<file path="src/sv/rsc_pkg.sv">
// Package for the RPN stack calculator: field widths, opcode and status codes,
// and the request and response types between the sequencer and the serial ALU.
// It depends on nothing else.
package rsc_pkg;

  localparam int DataW   = 32;
  localparam int OpcodeW = 3;
  localparam int StatusW = 2;
  localparam int CountW  = 5;

  // Opcodes of an input beat; codes above divide do nothing.
  localparam logic [OpcodeW-1:0] OP_PUSH = 3'd0;
  localparam logic [OpcodeW-1:0] OP_ADD  = 3'd1;
  localparam logic [OpcodeW-1:0] OP_SUB  = 3'd2;
  localparam logic [OpcodeW-1:0] OP_MUL  = 3'd3;
  localparam logic [OpcodeW-1:0] OP_DIV  = 3'd4;

  // Saturation limits of a signed Q16.16 value.
  localparam logic [DataW-1:0] Q_MAX = 32'h7FFF_FFFF;
  localparam logic [DataW-1:0] Q_MIN = 32'h8000_0000;

  typedef enum logic [StatusW-1:0] {
    ST_OK   = 2'd0,
    ST_FEW  = 2'd1,
    ST_DIV0 = 2'd2,
    ST_FULL = 2'd3
  } status_t;

  typedef enum logic [1:0] {
    ALU_ADD = 2'd0,
    ALU_SUB = 2'd1,
    ALU_MUL = 2'd2,
    ALU_DIV = 2'd3
  } alu_op_t;

  typedef struct packed {
    logic             start;
    alu_op_t          op;
    logic [DataW-1:0] b;
    logic [DataW-1:0] t;
  } alu_req_t;

  typedef struct packed {
    logic             done;
    logic [DataW-1:0] result;
  } alu_rsp_t;

endpackage

</file>
<file path="src/sv/rsc_ifs.sv">
// Valid/ready channel interfaces of the RPN stack calculator: the command
// channel and the response channel. They depend on rsc_pkg for widths.
interface rsc_cmd_if;
  logic                                valid;
  logic                                ready;
  logic [rsc_pkg::OpcodeW-1:0]         opcode;
  logic signed [rsc_pkg::DataW-1:0]    push_value;

  modport source (output valid, output opcode, output push_value, input ready);
  modport sink   (input valid, input opcode, input push_value, output ready);
endinterface

interface rsc_rsp_if;
  logic                                valid;
  logic                                ready;
  logic signed [rsc_pkg::DataW-1:0]    top_value;
  logic [rsc_pkg::StatusW-1:0]         status;
  logic [rsc_pkg::CountW-1:0]          stack_count;

  modport source (output valid, output top_value, output status, output stack_count,
                  input ready);
  modport sink   (input valid, input top_value, input status, input stack_count,
                  output ready);
endinterface

</file>
<file path="src/sv/rpn_stack_calculator_core.sv">
// RPN stack calculator: a push, underflow, full stack, unknown opcode or divide by
// zero is answered by the sequencer alone; add, subtract, multiply and divide run
// on the one-bit-per-cycle ALU. One command is in flight at a time; the next is
// taken once the previous response sits in the output register. Reset empties the
// stack; stack memory contents are not cleared.
// Depends on rsc_pkg, rsc_ifs and rsc_alu.
module rpn_stack_calculator_core #(
  parameter int STACK_DEPTH = 16
) (
  input logic      clk,
  input logic      rst,
  rsc_cmd_if.sink   cmd,
  rsc_rsp_if.source rsp
);

  localparam int CntW  = $clog2(STACK_DEPTH + 1);
  localparam int AddrW = $clog2(STACK_DEPTH);
  localparam logic [CntW-1:0] CntFull  = CntW'(STACK_DEPTH);
  localparam logic [CntW-1:0] CntOne   = CntW'(1);
  localparam logic [CntW-1:0] CntTwo   = CntW'(2);
  localparam logic [CntW-1:0] CntThree = CntW'(3);

  typedef enum logic [2:0] {S_IDLE, S_EXEC, S_RDB, S_ALU, S_RDT, S_DONE} state_t;

  state_t                       state;
  logic [rsc_pkg::OpcodeW-1:0]  op;
  logic [rsc_pkg::DataW-1:0]    val;
  logic [CntW-1:0]              count;
  logic [rsc_pkg::DataW-1:0]    top;
  rsc_pkg::status_t             status;
  logic                         out_valid;
  logic [rsc_pkg::DataW-1:0]    out_top;
  rsc_pkg::status_t             out_status;
  logic [rsc_pkg::CountW-1:0]   out_count;
  rsc_pkg::alu_req_t            alu_req;
  rsc_pkg::alu_rsp_t            alu_rsp;

  logic [rsc_pkg::DataW-1:0]    mem [STACK_DEPTH];
  logic                         mem_we;
  logic [AddrW-1:0]             mem_waddr;
  logic [rsc_pkg::DataW-1:0]    mem_wdata;
  logic                         mem_re;
  logic [AddrW-1:0]             mem_raddr;
  logic [rsc_pkg::DataW-1:0]    mem_rdata;

  logic [CntW-1:0]              cnt_m2;
  logic [CntW-1:0]              cnt_m3;
  logic                         is_arith;
  logic                         div_zero;
  rsc_pkg::alu_op_t             alu_op;

  rsc_alu u_alu (
    .clk (clk),
    .rst (rst),
    .req (alu_req),
    .rsp (alu_rsp)
  );

  // Decode of the held command.
  always_comb begin
    cnt_m2   = count - CntTwo;
    cnt_m3   = count - CntThree;
    is_arith = (op == rsc_pkg::OP_ADD) || (op == rsc_pkg::OP_SUB) ||
               (op == rsc_pkg::OP_MUL) || (op == rsc_pkg::OP_DIV);
    div_zero = (op == rsc_pkg::OP_DIV) && (top == '0);
    priority case (op)
      rsc_pkg::OP_SUB: alu_op = rsc_pkg::ALU_SUB;
      rsc_pkg::OP_MUL: alu_op = rsc_pkg::ALU_MUL;
      rsc_pkg::OP_DIV: alu_op = rsc_pkg::ALU_DIV;
      default:         alu_op = rsc_pkg::ALU_ADD;
    endcase
  end

  // Stack memory port control: the top entry lives in a register, so at most
  // one entry below it is read per step.
  always_comb begin
    mem_we    = 1'b0;
    mem_waddr = count[AddrW-1:0];
    mem_wdata = val;
    mem_re    = 1'b0;
    mem_raddr = cnt_m2[AddrW-1:0];
    unique case (state)
      S_EXEC: begin
        if ((op == rsc_pkg::OP_PUSH) && (count != CntFull)) begin
          mem_we = 1'b1;
        end
        if (is_arith && (count >= CntTwo)) begin
          mem_re = 1'b1;
        end
      end
      S_RDB: begin
        if (div_zero && (count >= CntThree)) begin
          mem_re    = 1'b1;
          mem_raddr = cnt_m3[AddrW-1:0];
        end
      end
      S_ALU: begin
        if (alu_rsp.done) begin
          mem_we    = 1'b1;
          mem_waddr = cnt_m2[AddrW-1:0];
          mem_wdata = alu_rsp.result;
        end
      end
      S_IDLE, S_RDT, S_DONE: begin
      end
      default: begin
      end
    endcase
  end

  // Stack memory with registered read data.
  always_ff @(posedge clk) begin
    if (mem_we) begin
      mem[mem_waddr] <= mem_wdata;
    end
    if (mem_re) begin
      mem_rdata <= mem[mem_raddr];
    end
  end

  // Command sequencer and output register.
  always_ff @(posedge clk) begin
    if (rst) begin
      state         <= S_IDLE;
      count         <= '0;
      top           <= '0;
      out_valid     <= 1'b0;
      alu_req.start <= 1'b0;
    end else begin
      alu_req.start <= (state == S_RDB) && !div_zero;
      // A response beat leaves the register unless a new one replaces it.
      if (out_valid && rsp.ready && (state != S_DONE)) begin
        out_valid <= 1'b0;
      end
      unique case (state)
        S_IDLE: begin
          if (cmd.valid) begin
            op    <= cmd.opcode;
            val   <= cmd.push_value;
            state <= S_EXEC;
          end
        end
        S_EXEC: begin
          if (op == rsc_pkg::OP_PUSH) begin
            state <= S_DONE;
            if (count == CntFull) begin
              status <= rsc_pkg::ST_FULL;
            end else begin
              status <= rsc_pkg::ST_OK;
              count  <= count + CntOne;
              top    <= val;
            end
          end else if (is_arith) begin
            if (count < CntTwo) begin
              status <= rsc_pkg::ST_FEW;
              state  <= S_DONE;
            end else begin
              status <= rsc_pkg::ST_OK;
              state  <= S_RDB;
            end
          end else begin
            status <= rsc_pkg::ST_OK;
            state  <= S_DONE;
          end
        end
        S_RDB: begin
          if (div_zero) begin
            // Both operands go, nothing is pushed; the new top is read back.
            status <= rsc_pkg::ST_DIV0;
            count  <= cnt_m2;
            if (count >= CntThree) begin
              state <= S_RDT;
            end else begin
              top   <= '0;
              state <= S_DONE;
            end
          end else begin
            alu_req.op    <= alu_op;
            alu_req.b     <= mem_rdata;
            alu_req.t     <= top;
            state         <= S_ALU;
          end
        end
        S_ALU: begin
          if (alu_rsp.done) begin
            count <= count - CntOne;
            top   <= alu_rsp.result;
            state <= S_DONE;
          end
        end
        S_RDT: begin
          top   <= mem_rdata;
          state <= S_DONE;
        end
        S_DONE: begin
          if (!out_valid || rsp.ready) begin
            out_valid  <= 1'b1;
            out_top    <= top;
            out_status <= status;
            out_count  <= rsc_pkg::CountW'(count);
            state      <= S_IDLE;
          end
        end
        default: state <= S_IDLE;
      endcase
    end
  end

  assign cmd.ready       = (state == S_IDLE);
  assign rsp.valid       = out_valid;
  assign rsp.top_value   = out_top;
  assign rsp.status      = out_status;
  assign rsp.stack_count = out_count;

endmodule

</file>
<file path="src/sv/rsc_alu.sv">
// Serial arithmetic unit of the RPN stack calculator: bit-serial add and
// subtract, shift-add multiply and restoring divide, all saturating to Q16.16.
// It depends on rsc_pkg for the request and response types.
module rsc_alu (
  input  logic              clk,
  input  logic              rst,
  input  rsc_pkg::alu_req_t req,
  output rsc_pkg::alu_rsp_t rsp
);

  localparam int CntW = 6;
  localparam int DqW  = 48;
  localparam logic [CntW-1:0] LastAdd = 6'd32;
  localparam logic [CntW-1:0] LastMul = 6'd31;
  localparam logic [CntW-1:0] LastDiv = 6'd47;

  typedef enum logic [1:0] {A_IDLE, A_RUN, A_FIX} astate_t;

  astate_t          state;
  rsc_pkg::alu_op_t op;
  logic [CntW-1:0]  cnt;
  logic [31:0]      x;
  logic [31:0]      y;
  logic [32:0]      acc;
  logic [DqW-1:0]   dq;
  logic             carry;
  logic             neg;
  logic             done;
  logic [31:0]      result;

  logic [31:0]      abs_b;
  logic [31:0]      abs_t;
  logic             add_tb;
  logic             add_s;
  logic             add_c;
  logic             mul_sub;
  logic [32:0]      mul_bx;
  logic [32:0]      mul_add;
  logic [32:0]      mul_sum;
  logic [33:0]      div_diff;
  logic             div_ge;
  logic [31:0]      div_rem;
  logic             last;
  logic             div_big;
  logic [31:0]      sat;

  // Operand magnitudes for the divider.
  always_comb begin
    abs_b = req.b[31] ? (~req.b + 32'd1) : req.b;
    abs_t = req.t[31] ? (~req.t + 32'd1) : req.t;
  end

  // One step of each serial datapath.
  always_comb begin
    add_tb   = y[0] ^ (op == rsc_pkg::ALU_SUB);
    add_s    = x[0] ^ add_tb ^ carry;
    add_c    = (x[0] & add_tb) | (x[0] & carry) | (add_tb & carry);

    // The sign bit of a two's complement multiplier has negative weight.
    mul_sub  = (cnt == LastMul);
    mul_bx   = {x[31], x};
    mul_add  = y[0] ? (mul_sub ? ~mul_bx : mul_bx) : 33'd0;
    mul_sum  = {acc[31], acc[31:0]} + mul_add + {32'd0, y[0] & mul_sub};

    div_diff = {1'b0, acc[31:0], dq[DqW-1]} - {2'b00, y};
    div_ge   = !div_diff[33];
    div_rem  = div_ge ? div_diff[31:0] : {acc[30:0], dq[DqW-1]};

    unique case (op)
      rsc_pkg::ALU_ADD, rsc_pkg::ALU_SUB: last = (cnt == LastAdd);
      rsc_pkg::ALU_MUL:                   last = (cnt == LastMul);
      rsc_pkg::ALU_DIV:                   last = (cnt == LastDiv);
    endcase
  end

  // Saturation of the finished value.
  always_comb begin
    div_big = |dq[DqW-1:32];
    unique case (op)
      rsc_pkg::ALU_ADD, rsc_pkg::ALU_SUB: begin
        if (acc[32] != acc[31]) begin
          sat = acc[32] ? rsc_pkg::Q_MIN : rsc_pkg::Q_MAX;
        end else begin
          sat = acc[31:0];
        end
      end
      rsc_pkg::ALU_MUL: begin
        // The product is {acc[31:0], y}; the result keeps bits 47 to 16.
        if ((&acc[31:15]) || !(|acc[31:15])) begin
          sat = {acc[15:0], y[31:16]};
        end else begin
          sat = acc[31] ? rsc_pkg::Q_MIN : rsc_pkg::Q_MAX;
        end
      end
      rsc_pkg::ALU_DIV: begin
        if (neg) begin
          if (div_big || (dq[31] && (|dq[30:0]))) begin
            sat = rsc_pkg::Q_MIN;
          end else begin
            sat = ~dq[31:0] + 32'd1;
          end
        end else begin
          if (div_big || dq[31]) begin
            sat = rsc_pkg::Q_MAX;
          end else begin
            sat = dq[31:0];
          end
        end
      end
    endcase
  end

  // Sequencer of the serial datapaths.
  always_ff @(posedge clk) begin
    if (rst) begin
      state <= A_IDLE;
      op    <= rsc_pkg::ALU_ADD;
      done  <= 1'b0;
    end else begin
      done <= (state == A_FIX);
      unique case (state)
        A_IDLE: begin
          if (req.start) begin
            op    <= req.op;
            cnt   <= '0;
            carry <= (req.op == rsc_pkg::ALU_SUB);
            neg   <= req.b[31] ^ req.t[31];
            acc   <= '0;
            x     <= req.b;
            dq    <= {abs_b, 16'd0};
            y     <= (req.op == rsc_pkg::ALU_DIV) ? abs_t : req.t;
            state <= A_RUN;
          end
        end
        A_RUN: begin
          unique case (op)
            rsc_pkg::ALU_ADD, rsc_pkg::ALU_SUB: begin
              x     <= {x[31], x[31:1]};
              y     <= {y[31], y[31:1]};
              acc   <= {add_s, acc[32:1]};
              carry <= add_c;
            end
            rsc_pkg::ALU_MUL: begin
              acc <= {1'b0, mul_sum[32:1]};
              y   <= {mul_sum[0], y[31:1]};
            end
            rsc_pkg::ALU_DIV: begin
              acc <= {1'b0, div_rem};
              dq  <= {dq[DqW-2:0], div_ge};
            end
          endcase
          cnt <= cnt + 6'd1;
          if (last) begin
            state <= A_FIX;
          end
        end
        A_FIX: begin
          result <= sat;
          state  <= A_IDLE;
        end
        default: state <= A_IDLE;
      endcase
    end
  end

  assign rsp.done   = done;
  assign rsp.result = result;

endmodule

</file>
<file path="src/flat_wrapper.sv">
// flat-port wrapper written by rule: the top's interface ports become plain ports
module rpn_stack_calculator_core_flat 
#(
  parameter int STACK_DEPTH = 16
)
  (clk, rst, cmd_valid, cmd_opcode, cmd_push_value, cmd_ready, rsp_valid, rsp_top_value, rsp_status, rsp_stack_count, rsp_ready);
  rsc_cmd_if cmd_i ();
  rsc_rsp_if rsp_i ();
  input logic clk;
  input logic rst;
  input wire logic [$bits(cmd_i.valid)-1:0] cmd_valid;
  input wire logic [$bits(cmd_i.opcode)-1:0] cmd_opcode;
  input wire logic [$bits(cmd_i.push_value)-1:0] cmd_push_value;
  output wire logic [$bits(cmd_i.ready)-1:0] cmd_ready;
  output wire logic [$bits(rsp_i.valid)-1:0] rsp_valid;
  output wire logic [$bits(rsp_i.top_value)-1:0] rsp_top_value;
  output wire logic [$bits(rsp_i.status)-1:0] rsp_status;
  output wire logic [$bits(rsp_i.stack_count)-1:0] rsp_stack_count;
  input wire logic [$bits(rsp_i.ready)-1:0] rsp_ready;
  assign cmd_i.valid = cmd_valid;
  assign cmd_i.opcode = cmd_opcode;
  assign cmd_i.push_value = cmd_push_value;
  assign cmd_ready = cmd_i.ready;
  assign rsp_valid = rsp_i.valid;
  assign rsp_top_value = rsp_i.top_value;
  assign rsp_status = rsp_i.status;
  assign rsp_stack_count = rsp_i.stack_count;
  assign rsp_i.ready = rsp_ready;
  rpn_stack_calculator_core #(.STACK_DEPTH(STACK_DEPTH)) u_core (.clk(clk), .rst(rst), .cmd(cmd_i), .rsp(rsp_i));
endmodule
</file>
<file path="config.mk">
export PLATFORM = sky130hd
export DESIGN_NAME = rpn_stack_calculator_core_flat
export DESIGN_NICKNAME = d
export VERILOG_FILES = /design/src/sv/rsc_pkg.sv /design/src/sv/rsc_ifs.sv /design/src/sv/rpn_stack_calculator_core.sv /design/src/sv/rsc_alu.sv /design/src/flat_wrapper.sv
export SDC_FILE = /design/constraint.sdc
export NUM_CORES = 2
export LEC_CHECK = 0
export BUFFER_PORTS_ARGS = -buffer_cell sky130_fd_sc_hd__buf_2
export CORE_UTILIZATION = 50
export CTS_BUF_LIST = sky130_fd_sc_hd__clkbuf_8
export CTS_CLUSTER_DIAMETER = 120
export DETAILED_ROUTE_END_ITERATION = 7
export HOLD_SLACK_MARGIN = 0.06
export PLACE_DENSITY = 0.76
export SYNTH_ARGS = -nofsm -noshare
export SYNTH_HDL_FRONTEND = slang
export SYNTH_SLANG_ARGS = --single-unit
</file>
<file path="constraint.sdc">
create_clock -name clk -period 4.45 [get_ports clk]
set_input_delay 0.2225 -clock clk [delete_from_list [all_inputs] [get_ports clk]]
set_output_delay 0.2225 -clock clk [all_outputs]
set_load 0.01 [all_outputs]
</file>
==> flow_metrics.py <==
metrics = {
    "floorplanning": {
        "die_area_um2": 89000,
        "pin_count": 80,
        "dieWidth_um": 298,
        "die_h_um": 298,
        "rows": 108,
        "start_util_pct": 50.5,
        "core_um2": 86900,
    },
    "cts": {
        "cts_buffer_depth": 3,
        "cts_buffers": 147,
        "cts_tree": "done",
        "cts_htree_levels": 4,
        "cts.clk_slew.worst_paths_ps": 60,
        "root_buffer": "clkbuf_8",
        "clk-insertion-delay-late_ps": 840,
        "cts.sink_count": 918,
    },
    "yosys": {
        "syn_area_um2": 43900,
        "async_flop_share_pct": 0,
        "ys_seq_area_share_pct": 61.7,
        "yosys_warnings": 0,
        "synth_top_area_share_pct": 59.6,
        "synth_most_common_cell": "edfxtp_1",
        "syn_area_per_cell_um2": 12.1,
        "ys_types": 84,
        "synth_commonest_cells": "871 x edfxtp_1, 383 x nand2_1, 247 x a21oi_1",
        "synth_nets": 3750,
        "ys_seq_elements": 918,
        "synth_edf_count": 871,
        "ys.flop_type": "edfxtp_1",
        "syn-instance-count": 3629,
        "yosysTopAreaCell": "edfxtp_1",
        "synthTopCellsByArea": "edfxtp_1 60%, mux2i_1 3.4%, nand2_1 3.3%",
    },
    "worst_setup_path": {
        "r2r_setup_slack_ps": 170,
        "cp_slowest_cell": "a221oi_1",
        "max_stage_delay_ps": 520,
        "required_ps": 4990,
        "r2r-end": "u_core.u_alu.acc[28]$_SDFFCE_PN0P_",
        "crit_path_start_kind": "register",
        "r2r_cells": 16,
        "cp_max_fo": 17,
        "crit_chain": "ha_1 > nand3_1 > nor3_4 > buf_12 > xor2_1 > and2_1 > ha_1 > nor2b_1 > o31ai_2 > a21o_1 > o31ai_1 > a221oi_1 > o21ai_0 > xor2_1 > a222oi_1 > nor2_1",
        "reg2reg_from": "u_core.u_alu.cnt[0]$_SDFFCE_PN0P_",
        "crit_type": "register to register",
        "end_kind": "register",
        "path_buf_inv": 1,
        "crit_family": "compound AO/OA/AOI/OAI gates",
        "critPathArrivalTime_ps": 4820,
    },
    "timing": {
        "layout_min_cycle_time_ps": 4280,
        "slew_headroom_pct": 11.0,
        "timing.fmax_mhz": 234,
        "worst_pin_slew_ps": 1330,
        "period_share_pct": 96.1,
        "hold_viol": 0,
        "maxSlewViolCount": 0,
        "setup_viol": 0,
        "skew_ps": 49.5,
    },
    "routing": {
        "drc": 0,
        "vias_per_cell": 6.07,
        "wire_per_inst_um": 23.2,
        "drt-total-wl_mm": 118,
        "ant_nets": 0,
        "first_iter_violations": 3635,
        "dr_total_vias": 30800,
        "drtPass1Iterations": 6,
    },
    "place": {
        "port-buffer-count": 79,
        "place_congestion": 0.938,
        "dp_hpwl_mm": 77.1,
    },
    "layout": {
        "nNetsFinal": 3926,
        "multiInputGateArea_um2": 15800,
        "drive_gt1_share_pct": 13.3,
        "seq_area_um2": 27100,
        "syn_to_final_growth_pct": 12.6,
        "fillers": 6846,
        "post-route-util_pct": 56.9,
    },
    "grt": {
        "grt_use_total_pct": 26.1,
        "grt_max_degree": 144,
        "grt_pass1_vias": 29300,
        "antenna_found_initial": 4,
        "grt_first_pass_wirelength_mm": 176,
        "grt_overflow": 0,
    },
    "power_and_ir_drop": {
        "p_total_mw": 17.6,
        "powerDensity_nw_per_um2": 356,
        "irDropWorstVdd_v": 0.000365,
        "leakagePower_nw": 17.9,
    },
    "min_path": {
        "hold_depth": 2,
        "min_to": "u_core.val[28]$_DFFE_PP_",
        "hold_path.startpoint": "cmd_push_value[28]",
        "worstHoldPathType": "input port to register",
    },
    "outcome": {
        "status": "finished clean",
    },
    "run": {
        "cap_violations": 0,
    },
}
[power by group]
part	switching (mW)	leakage (nW)	internal [mW]
logic	0.572	8.03	0.306
clock network	3.56	1.62	3.53
registers	0.0858	8.28	9.53
[flip-flops by register name, indices dropped and copies added, names as in the netlist, 3 cells and up]
name,count
u_core.u_alu.x,32
u_core.mem_rdata,32
u_core.u_alu.y,32
u_core.rsp.top_value,32
u_core.u_alu.acc,33
u_core.u_alu.dq,48
u_core.rsp.stack_count,5
u_core.mem,512
u_core.u_alu.cnt,6
u_core.op,3
u_core.u_alu.result,32
u_core.alu_req,67
u_core.state,3
u_core.top,32
u_core.count,5
u_core.val,32
[cell usage in the layout, fill, tap and decap left out, drive strengths merged, types with 43 or more instances in the layout]
master,n
a211oi,142
a21oi,247
a221oi,70
and2,53
buf,197
clkbuf,151
clkinv,61
dfxtp,47
edfxtp,871
ha,77
inv,162
mux2,70
mux2i,147
nand2,383
nor2,234
nor2b,78
nor3,43
o21ai,243
o22ai,59
xnor2,63
xor2,97
[worst reg2reg max path, delay by kind of cell, from the launching register on]
kind            cells  cell delay [ps]
buf+inv             1              210
simple gates        5              880
flops               1              410
fa+ha+maj           2              450
compound gates      6             1670
xor+xnor            2              400
[how the worst max path moves through the flow]
stage | startpoint | endpoint | slack (ps) | cells after the start
6_report | u_core.u_alu.cnt[0]$_SDFFCE_PN0P_ | u_core.u_alu.acc[28]$_SDFFCE_PN0P_ | 170 | 16
3_5_place_dp | u_core.u_alu.cnt[0]$_SDFFCE_PN0P_ | u_core.u_alu.acc[19]$_SDFFCE_PN0P_ | 210 | 17
4_1_cts | u_core.u_alu.cnt[0]$_SDFFCE_PN0P_ | u_core.u_alu.acc[19]$_SDFFCE_PN0P_ | 180 | 17
2_1_floorplan | u_core.u_alu.cnt[0]$_SDFFCE_PN0P_ | u_core.u_alu.acc[19]$_SDFFCE_PN0P_ | 40 | 19
3_3_place_gp | u_core.u_alu.cnt[0]$_SDFFCE_PN0P_ | u_core.u_alu.acc[25]$_SDFFCE_PN0P_ | 270 | 18
5_1_grt | u_core.u_alu.cnt[0]$_SDFFCE_PN0P_ | u_core.u_alu.acc[31]$_SDFFCE_PN0P_ | -30 | 19
[stage by stage]
| step | hold slack (ps) | instance area [um^2] | setup TNS, ps | worst slack (ps) | cells |
|---|---|---|---|---|---|
| floorplan | 321 | 43900 | 0 | 35.6 | 3629 |
| global placement | 402 | 46100 | 0 | 269 | 4765 |
| detailed placement | 401 | 46100 | 0 | 210 | 4765 |
| CTS | 68.4 | 49300 | 0 | 177 | 5072 |
| global route | 99.7 | 49500 | -75.9 | -25.1 | 5080 |
| finish | 124 | 49500 | 0 | 172 | 5080 |
[final cells by class]
type,count,share of cell area [%]
flip-flops and latches,918,54.8
multi-input cells,2388,31.9
clock buffers,150,4.17
repair buffers,238,3.78
well taps,1155,2.92
clock inverters,117,1.60
inverters,112,0.850
diodes,2,0.0101
[cell families after synthesis]
| group | synth area share, % |
|---|---|
| AO/OA/AOI/OAI | 14.3 |
| AND/OR/NAND/NOR | 9.97 |
| flip-flops | 61.7 |
| buffers and inverters | 3.13 |
| multiplexers | 5.27 |
| XOR/XNOR | 3.21 |
| adder cells (fa/ha/maj) | 2.42 |
[routing by layer]
| layer | global-route usage, % | vias to the layer above | wire length (um) |
|---|---|---|---|
| met5 | 0 | - | 11 |
| met4 | 12.7 | 2 | 5410 |
| met3 | 5.06 | 311 | 12000 |
| met2 | 40.5 | 1626 | 54300 |
| met1 | 35.4 | 14800 | 46300 |
| li1 | - | 14100 | - |
[what timing repair did]
action | in CTS | in global routing
hold buffers | 40 | 0
gates resized for setup | 0 | 9
setup buffers | 0 | 5
endpoints found under the setup margin | 0 | 8
hold endpoints to repair | 49 | 0
Power figures use the tool's default switching activity.
